### config.mk
export PLATFORM = sky130hd
export DESIGN_NAME = edit_distance_similarity_top
export DESIGN_NICKNAME = d
export VERILOG_FILES = /design/src/rtl/edsim_pkg.sv /design/src/rtl/edsim_ram.sv /design/src/rtl/edsim_cell.sv /design/src/rtl/edsim_match.sv /design/src/rtl/edit_distance_similarity_top.sv
export SDC_FILE = /design/constraint.sdc
export NUM_CORES = 1
export LEC_CHECK = 0
export CAP_MARGIN = 5
export CORE_ASPECT_RATIO = 1.4
export CORE_MARGIN = 3
export CORE_UTILIZATION = 49
export DETAILED_ROUTE_END_ITERATION = 12
export DONT_BUFFER_PORTS = 1
export GPL_ROUTABILITY_DRIVEN = 0
export PLACE_DENSITY = 0.6
export SYNTH_ARGS = -nofsm -noshare
export SYNTH_HDL_FRONTEND = slang
export SYNTH_SLANG_ARGS = --single-unit
### constraint.sdc
create_clock -name clock -period 15.7 [get_ports clock]
set_input_delay 2.355 -clock clock [delete_from_list [all_inputs] [get_ports clock]]
set_output_delay 2.355 -clock clock [all_outputs]
set_load 0.01 [all_outputs]
### src/rtl/edsim_pkg.sv
package edsim_pkg;

   localparam int DEF_MAX_LEN = 32;
   localparam int OUT_W       = 6;
   localparam int OUT_MAX     = 63;
   localparam int THR_W       = 7;
   localparam int SIM_SCALE   = 100;
   localparam int CSR_AW      = 3;
   localparam int CSR_DW      = 32;

   localparam logic [THR_W-1:0] THR_RESET = 7'd80;
   localparam logic [THR_W-1:0] THR_LIMIT = 7'd100;

   // register index, taken from paddr[2]
   localparam logic REG_THRESHOLD = 1'b0;

   localparam logic [1:0] OP_FIRST   = 2'd0;
   localparam logic [1:0] OP_SECOND  = 2'd1;
   localparam logic [1:0] OP_COMPUTE = 2'd2;

   typedef enum logic [2:0] {
      ST_IDLE,
      ST_INIT,
      ST_ROW,
      ST_CELL_RD,
      ST_CELL_WR,
      ST_MUL,
      ST_DONE
   } state_type;

endpackage

### src/rtl/edsim_ram.sv
module edsim_ram #(
   parameter int WIDTH = 8,
   parameter int DEPTH = 32,
   localparam int AW = $clog2(DEPTH)
) (
   input  logic             clock,
   input  logic             wr_en,
   input  logic [AW-1:0]    wr_addr,
   input  logic [WIDTH-1:0] wr_data,
   input  logic [AW-1:0]    rd_addr,
   output logic [WIDTH-1:0] rd_data
);

   logic [WIDTH-1:0] mem [DEPTH];
   logic [WIDTH-1:0] rd_data_ff;

   always_ff @(posedge clock) begin
      if (wr_en) begin
         mem[wr_addr] <= wr_data;
      end
      rd_data_ff <= mem[rd_addr];
   end

   assign rd_data = rd_data_ff;

endmodule

### src/rtl/edsim_cell.sv
module edsim_cell import edsim_pkg::*; #(
   parameter int LW = 6
) (
   input  logic [LW-1:0] above,
   input  logic [LW-1:0] left,
   input  logic [LW-1:0] diag,
   input  logic [7:0]    char_a,
   input  logic [7:0]    char_b,
   output logic [LW-1:0] cost
);

   logic [LW:0] del_c;
   logic [LW:0] ins_c;
   logic [LW:0] sub_c;
   logic [LW:0] min_ab;
   logic [LW:0] min_all;

   always_comb begin
      del_c   = {1'b0, above} + (LW+1)'(1);
      ins_c   = {1'b0, left} + (LW+1)'(1);
      sub_c   = {1'b0, diag} + (LW+1)'(char_a != char_b);
      min_ab  = (del_c < ins_c) ? del_c : ins_c;
      min_all = (min_ab < sub_c) ? min_ab : sub_c;
      cost    = min_all[LW-1:0];
   end

endmodule

### src/rtl/edsim_match.sv
module edsim_match import edsim_pkg::*; #(
   parameter int LW = 6
) (
   input  logic             clock,
   input  logic [LW-1:0]    len,
   input  logic [LW-1:0]    edit_dist,
   input  logic [THR_W-1:0] threshold,
   output logic             is_match
);

   localparam int PW = LW + THR_W;

   logic [LW-1:0] diff;
   logic [PW-1:0] sim_ff;
   logic [PW-1:0] sim_in;
   logic [PW-1:0] need_ff;
   logic [PW-1:0] need_in;
   logic          empty_ff;
   logic          empty_in;
   logic          thr_ok_ff;
   logic          thr_ok_in;

   always_comb begin
      diff      = len - edit_dist;
      sim_in    = PW'(diff) * PW'(SIM_SCALE);
      need_in   = PW'(threshold) * PW'(len);
      empty_in  = (len == '0);
      thr_ok_in = (threshold <= THR_LIMIT);
   end

   always_ff @(posedge clock) begin
      sim_ff    <= sim_in;
      need_ff   <= need_in;
      empty_ff  <= empty_in;
      thr_ok_ff <= thr_ok_in;
   end

   assign is_match = empty_ff ? thr_ok_ff : (sim_ff >= need_ff);

endmodule

### src/rtl/edit_distance_similarity_top.sv
// Load words (opcodes 0, 1 and unused 3) are taken only while the sequencer is idle.
// A compute word steps through the init, row, cell read, cell write and multiply states,
// with the one shared cost cell and a cell read state for the row RAM before each write.
// The result sits in an output register; a new word is taken while it waits.
// Synchronous active-high reset clears the sequencer, lengths, overflow flag,
// result valid and sets the threshold to 80; string and row RAMs are not cleared.
module edit_distance_similarity_top import edsim_pkg::*; #(
   parameter int MAX_LEN = DEF_MAX_LEN
) (
   input  logic              clock,
   input  logic              reset,
   input  logic              req_valid,
   output logic              req_ready,
   input  logic [1:0]        req_opcode,
   input  logic [7:0]        req_char_byte,
   output logic              rsp_valid,
   input  logic              rsp_ready,
   output logic [OUT_W-1:0]  rsp_distance,
   output logic [OUT_W-1:0]  rsp_longer_length,
   output logic              rsp_is_match,
   output logic              rsp_overflow,
   input  logic              psel,
   input  logic              penable,
   input  logic              pwrite,
   input  logic [CSR_AW-1:0] paddr,
   input  logic [CSR_DW-1:0] pwdata,
   output logic [CSR_DW-1:0] prdata,
   output logic              pready
);

   localparam int LW = $clog2(MAX_LEN + 1);
   localparam int AW = $clog2(MAX_LEN);

   state_type state_ff, state_in;

   logic [THR_W-1:0] thr_ff, thr_in;
   logic [LW-1:0]    len_a_ff, len_a_in;
   logic [LW-1:0]    len_b_ff, len_b_in;
   logic             ovf_ff, ovf_in;
   logic [LW-1:0]    i_ff, i_in;
   logic [LW-1:0]    j_ff, j_in;
   logic [LW-1:0]    left_ff, left_in;
   logic [LW-1:0]    diag_ff, diag_in;
   logic             rsp_valid_ff, rsp_valid_in;
   logic [OUT_W-1:0] rsp_dist_ff, rsp_dist_in;
   logic [OUT_W-1:0] rsp_len_ff, rsp_len_in;
   logic             rsp_match_ff, rsp_match_in;
   logic             rsp_ovf_ff, rsp_ovf_in;

   logic          req_take;
   logic          csr_wr;
   logic          out_free;
   logic [LW-1:0] i_m1;
   logic [LW-1:0] j_m1;
   logic [LW-1:0] longer;
   logic [LW-1:0] edit_dist;
   logic          match;

   logic          a_we;
   logic [AW-1:0] a_waddr;
   logic [7:0]    a_rdata;
   logic          b_we;
   logic [AW-1:0] b_waddr;
   logic [7:0]    b_rdata;
   logic          c_we;
   logic [LW-1:0] c_waddr;
   logic [LW-1:0] c_wdata;
   logic [LW-1:0] c_rdata;
   logic [LW-1:0] cell_cost;

   assign pready    = 1'b1;
   assign csr_wr    = psel && penable && pwrite;
   assign prdata    = (paddr[2] == REG_THRESHOLD) ? CSR_DW'(thr_ff) : '0;
   assign req_ready = (state_ff == ST_IDLE);
   assign req_take  = req_valid && req_ready;
   assign out_free  = !rsp_valid_ff || rsp_ready;
   assign i_m1      = i_ff - LW'(1);
   assign j_m1      = j_ff - LW'(1);
   assign longer    = (len_a_ff > len_b_ff) ? len_a_ff : len_b_ff;
   assign edit_dist = (len_a_ff == '0) ? len_b_ff : left_ff;

   edsim_ram #(.WIDTH(8), .DEPTH(MAX_LEN)) u_ram_a (
      .clock   (clock),
      .wr_en   (a_we),
      .wr_addr (a_waddr),
      .wr_data (req_char_byte),
      .rd_addr (i_m1[AW-1:0]),
      .rd_data (a_rdata)
   );

   edsim_ram #(.WIDTH(8), .DEPTH(MAX_LEN)) u_ram_b (
      .clock   (clock),
      .wr_en   (b_we),
      .wr_addr (b_waddr),
      .wr_data (req_char_byte),
      .rd_addr (j_m1[AW-1:0]),
      .rd_data (b_rdata)
   );

   edsim_ram #(.WIDTH(LW), .DEPTH(MAX_LEN + 1)) u_ram_row (
      .clock   (clock),
      .wr_en   (c_we),
      .wr_addr (c_waddr),
      .wr_data (c_wdata),
      .rd_addr (j_ff),
      .rd_data (c_rdata)
   );

   edsim_cell #(.LW(LW)) u_cell (
      .above  (c_rdata),
      .left   (left_ff),
      .diag   (diag_ff),
      .char_a (a_rdata),
      .char_b (b_rdata),
      .cost   (cell_cost)
   );

   edsim_match #(.LW(LW)) u_match (
      .clock     (clock),
      .len       (longer),
      .edit_dist (edit_dist),
      .threshold (thr_ff),
      .is_match  (match)
   );

   // next state
   always_comb begin
      state_in = state_ff;
      unique case (state_ff)
         ST_IDLE: begin
            if (req_take && req_opcode == OP_COMPUTE) begin
               state_in = ST_INIT;
            end
         end
         ST_INIT: begin
            if (j_ff == len_b_ff) begin
               state_in = (len_a_ff == '0) ? ST_MUL : ST_ROW;
            end
         end
         ST_ROW: begin
            if (len_b_ff != '0) begin
               state_in = ST_CELL_RD;
            end else if (i_ff == len_a_ff) begin
               state_in = ST_MUL;
            end
         end
         ST_CELL_RD: state_in = ST_CELL_WR;
         ST_CELL_WR: begin
            if (j_ff != len_b_ff) begin
               state_in = ST_CELL_RD;
            end else if (i_ff == len_a_ff) begin
               state_in = ST_MUL;
            end else begin
               state_in = ST_ROW;
            end
         end
         ST_MUL:  state_in = ST_DONE;
         ST_DONE: begin
            if (out_free) begin
               state_in = ST_IDLE;
            end
         end
         default: state_in = ST_IDLE;
      endcase
   end

   // datapath and RAM controls
   always_comb begin
      thr_in       = thr_ff;
      len_a_in     = len_a_ff;
      len_b_in     = len_b_ff;
      ovf_in       = ovf_ff;
      i_in         = i_ff;
      j_in         = j_ff;
      left_in      = left_ff;
      diag_in      = diag_ff;
      rsp_valid_in = rsp_valid_ff && !rsp_ready;
      rsp_dist_in  = rsp_dist_ff;
      rsp_len_in   = rsp_len_ff;
      rsp_match_in = rsp_match_ff;
      rsp_ovf_in   = rsp_ovf_ff;
      a_we         = 1'b0;
      a_waddr      = len_a_ff[AW-1:0];
      b_we         = 1'b0;
      b_waddr      = len_b_ff[AW-1:0];
      c_we         = 1'b0;
      c_waddr      = j_ff;
      c_wdata      = j_ff;

      if (csr_wr && paddr[2] == REG_THRESHOLD) begin
         thr_in = pwdata[THR_W-1:0];
      end

      unique case (state_ff)
         ST_IDLE: begin
            if (req_take) begin
               case (req_opcode)
                  OP_FIRST: begin
                     if (len_a_ff < LW'(MAX_LEN)) begin
                        a_we     = 1'b1;
                        len_a_in = len_a_ff + LW'(1);
                     end else begin
                        ovf_in = 1'b1;
                     end
                  end
                  OP_SECOND: begin
                     if (len_b_ff < LW'(MAX_LEN)) begin
                        b_we     = 1'b1;
                        len_b_in = len_b_ff + LW'(1);
                     end else begin
                        ovf_in = 1'b1;
                     end
                  end
                  OP_COMPUTE: j_in = '0;
                  default: ;
               endcase
            end
         end
         ST_INIT: begin
            c_we = 1'b1;
            j_in = j_ff + LW'(1);
            i_in = LW'(1);
         end
         ST_ROW: begin
            c_we    = 1'b1;
            c_waddr = '0;
            c_wdata = i_ff;
            left_in = i_ff;
            diag_in = i_m1;
            j_in    = LW'(1);
            if (len_b_ff == '0 && i_ff != len_a_ff) begin
               i_in = i_ff + LW'(1);
            end
         end
         ST_CELL_RD: ;
         ST_CELL_WR: begin
            c_we    = 1'b1;
            c_wdata = cell_cost;
            left_in = cell_cost;
            diag_in = c_rdata;
            if (j_ff != len_b_ff) begin
               j_in = j_ff + LW'(1);
            end else if (i_ff != len_a_ff) begin
               i_in = i_ff + LW'(1);
            end
         end
         ST_MUL: ;
         ST_DONE: begin
            if (out_free) begin
               rsp_valid_in = 1'b1;
               rsp_dist_in  = (32'(edit_dist) > 32'(OUT_MAX)) ? OUT_W'(OUT_MAX)
                                                               : OUT_W'(edit_dist);
               rsp_len_in   = (32'(longer) > 32'(OUT_MAX)) ? OUT_W'(OUT_MAX) : OUT_W'(longer);
               rsp_match_in = match;
               rsp_ovf_in   = ovf_ff;
               len_a_in     = '0;
               len_b_in     = '0;
               ovf_in       = 1'b0;
            end
         end
         default: ;
      endcase
   end

   always_ff @(posedge clock) begin
      if (reset) begin
         state_ff     <= ST_IDLE;
         thr_ff       <= THR_RESET;
         len_a_ff     <= '0;
         len_b_ff     <= '0;
         ovf_ff       <= 1'b0;
         rsp_valid_ff <= 1'b0;
      end else begin
         state_ff     <= state_in;
         thr_ff       <= thr_in;
         len_a_ff     <= len_a_in;
         len_b_ff     <= len_b_in;
         ovf_ff       <= ovf_in;
         rsp_valid_ff <= rsp_valid_in;
      end
      i_ff         <= i_in;
      j_ff         <= j_in;
      left_ff      <= left_in;
      diag_ff      <= diag_in;
      rsp_dist_ff  <= rsp_dist_in;
      rsp_len_ff   <= rsp_len_in;
      rsp_match_ff <= rsp_match_in;
      rsp_ovf_ff   <= rsp_ovf_in;
   end

   assign rsp_valid         = rsp_valid_ff;
   assign rsp_distance      = rsp_dist_ff;
   assign rsp_longer_length = rsp_len_ff;
   assign rsp_is_match      = rsp_match_ff;
   assign rsp_overflow      = rsp_ovf_ff;

endmodule

==> metrics <==
status=completed; ANT nets after route=0; worst slew pin tran=1.21 ns; H-tree depth=3; die area=75,100 sq um; slowest CP cell=mux2i_1; reg2reg end=u_match.need_ff[12]$_DFF_P_; maximum vdd drop=167 uV; post_cts resized=0; CTS tree=built; R2R depth=17; Max Root-Sink Buffers=3; Fillers=5,493; num ports=101; port bufs=0; Synth Register Bits=820; Via density=approximately 5.7; Pre-Repair DR Iteration Count=5; worst min-delay path startpoint=ovf_ff$_SDFFE_PP0P_; mapped cell area=between 30,000 and 40,000 sq um; DIE HEIGHT=323 um; DRT Wirelength=75.6 mm; post-cts hold buffer count=0; Rows=approximately 120; CP peak stage delay=0.76 ns; most used cell, CP=fa_1; Layout area overhead=9.96%; fin crit period=approximately 6.2 ns; core box area=70,600 sq um; Crit. End Element=flip-flop; Power Dens Cells=between 150 and 200 nW/um^2; worst setup path class=reg -> reg; max cap viols=0; distinct cell type count after synthesis=68; Initial Utilization=49.8%; final worst setup slack=9.47 ns; largest net degree at the start of global routing=121; Worst Skew=0.0219 ns; CTS sink cnt=820; leak pwr=13.0 nW; total CTS buffers=80; die width=232 um; sequential share of the synthesized area=68.0%; reg2reg setup slack=9.47 ns; number of flops mapped to enable cells by yosys=~750; layout cells sized above 1=17.6%; clk root buf=clkbuf_16; Synth Instances=~2,000; final worst path period share=39.7%; dpl ws=between 9 and 10 ns; number of global-route vias before repair=18,300; post-DP HPWL=between 40 and 50 mm; Final Hold Violating Endpoints=0; Worst Hold Path EP=rsp_overflow$_DFFE_PP_; CP Max Fanout=9; Data arrival, critical path=roughly 6.8 ns; Synth async-reset ratio=0%; All-Layer GR Usage=20.6%; DRC=0; Routed wire per std cell=24.9 um; commonest non-fill, non-tap cell in the layout=edfxtp_1; count of final setup violators=0; setup TNS=0 ns; GR Overflow Total=0; clk_lat worst skew=0.62 ns; fin nets=2,209; most frequent cells in the layout=edfxtp_1, mux4_2, nor2_1; Post-CTS Repair Setup Buffers=0; crit start category=flip-flop; RSZ-0062 raised after global routing=false; routed via count=about 17,000; Fmax=0.160 GHz; yosys warns=0; relative slew slack=18.9%; Mapped Avg Cell Area=17.3 sq um; R2R Path Start=len_b_ff[4]$_SDFFE_PP0P_; HP Class=reg -> reg; Detailed Route Iter0 Violations=1,346; Worst Path Required=approximately 16 ns; final slew viol count=0; first-pass GRT wire length=115 mm; Synth Flop Type=edfxtp_1; CP Cell Sequence=clkinv_1 > ha_1 > nand3_1 > o21bai_1 > a21oi_2 > mux2i_1 > nand2_1 > fa_1 > fa_1 > fa_1 > inv_1 > ha_1 > nor2b_1 > o31a_1 > or4_1 > a2111oi_0 > or3b_1; clock-pin slew on the worst setup and hold paths=0.06 ns; Hold Path Depth=0; initial antenna violation count=0
-- layout make-up --
type | instances | area [sq um] | share of cell area (%)
inverter | 91 | 342 | 0.883
timing repair buffer | 18 | 148 | 0.382
clock buffer | 99 | 2220 | 5.74
antenna | 1 | 2.50 | 0.00647
tap | 936 | 1170 | 3.03
sequential | 820 | 23900 | 61.8
multi-input combinational | 1030 | 10400 | 27.0
clock inverter | 45 | 450 | 1.16
-- logic make-up (layout without fill, tap and decap cells) --
logic type,Yosys count,in the layout,synth area share (%)
adder cells (fa/ha/maj),116,116,4.62
XOR/XNOR,70,70,1.81
buffers and inverters,204,253,2.71
AND/OR/NAND/NOR,398,398,5.28
flip-flops,820,820,68.0
other,2,27,0.0214
AO/OA/AOI/OAI,160,160,3.04
multiplexers,260,260,14.6
-- how the worst max path moves through the flow --
stage / start / endpoint / slack, ns / cells past startpoint
final: len_b_ff[4]$_SDFFE_PP0P_ / u_match.need_ff[12]$_DFF_P_ / 9.47 / 17
after global routing: len_b_ff[4]$_SDFFE_PP0P_ / u_match.need_ff[12]$_DFF_P_ / 9.10 / 17
after CTS: len_b_ff[4]$_SDFFE_PP0P_ / u_match.need_ff[12]$_DFF_P_ / 9.42 / 17
after floorplan: len_b_ff[4]$_SDFFE_PP0P_ / u_match.need_ff[12]$_DFF_P_ / 10.27 / 18
after detailed placement: len_b_ff[4]$_SDFFE_PP0P_ / u_match.need_ff[12]$_DFF_P_ / 9.44 / 17
after global placement: len_b_ff[4]$_SDFFE_PP0P_ / u_match.need_ff[12]$_DFF_P_ / 9.53 / 17
-- metal layers --
layer	global-route usage (%)	vias up	wire length, um
met2	36.5	419	40200
met3	2.60	123	3180
met1	26.5	9034	30300
met5	0	-	0
met4	6.27	0	1910
li1	-	7850	-
-- flip-flops by register name (all words and copies together) (netlist names), 7 cells and up --
| name | cells |
|---|---|
| u_match.need_ff | 13 |
| u_ram_a.mem | 256 |
| u_ram_b.mem | 256 |
| u_ram_b.rd_data | 8 |
| u_match.sim_ff | 11 |
| u_ram_row.mem | 198 |
| thr_ff | 7 |
| u_ram_a.rd_data | 8 |
-- stage by stage --
stage	instances	utilization, %	hold WS (ns)	power [mW]	area, sq um
after detailed placement	2895	51.0	0.423	4.68	36000
final	3040	54.7	0.436	6.55	38700
after floorplan	2054	-	0.409	4.11	35300
after global placement	2895	51.0	0.425	4.65	36000
after CTS	3039	54.7	0.436	6.63	38700
after global routing	3039	54.7	0.462	6.86	38700
-- critical path, delay by kind of cell, from the launching register on --
family                   cells  cell delay (ns)
adder cells (fa/ha/maj)      5             2.22
AO/OA/AOI/OAI                4             1.23
AND/OR/NAND/NOR              5             1.06
multiplexers                 1             0.76
flip-flops                   1             0.55
buffers and inverters        2             0.36
-- cells in the mapped netlist, types with 3 or more instances --
master    instances  area, sq um
a211o_1           3         26.3
a21o_1           12         90.1
a21oi_1          45          225
a22oi_1          29          218
a31oi_1           7         43.8
and2_1           29          181
and3_1            3         18.8
and4_1            3         26.3
buf_1             7         26.3
buf_2            24          120
buf_4            32          240
buf_6             5         56.3
clkbuf_1         45          169
dfxtp_1          72         1440
edfxtp_1        748        22500
fa_1             23          460
ha_1             93         1160
inv_1            87          327
inv_2             3         11.3
mux2_2           14          158
mux2i_1          46          460
mux4_2          200         4500
nand2_1          77          289
nand2b_1          8         50.1
nand3_1          39          195
nand3b_1          8         60.1
nand4_1           8         50.1
nor2_1          165          619
nor2b_1          20          125
nor3_1           15         75.1
nor4_1            6         37.5
o211ai_1         10         75.1
o21a_1            9         67.6
o21ai_0          14         70.1
o21ai_1           8         40.0
o21bai_1          4         30.0
o221ai_1          3         26.3
or3_1             4         25.0
xnor2_1          34          298
xor2_1           33          289
-- report_power, final --
part           switching [mW]  leakage, nW  total (mW)  internal, mW
logic                    1.06         4.33        1.93         0.862
clock network           0.806         1.31        1.95          1.14
registers              0.0960         7.34        2.68          2.58
Note: power is estimated with default switching activity, not from simulation.
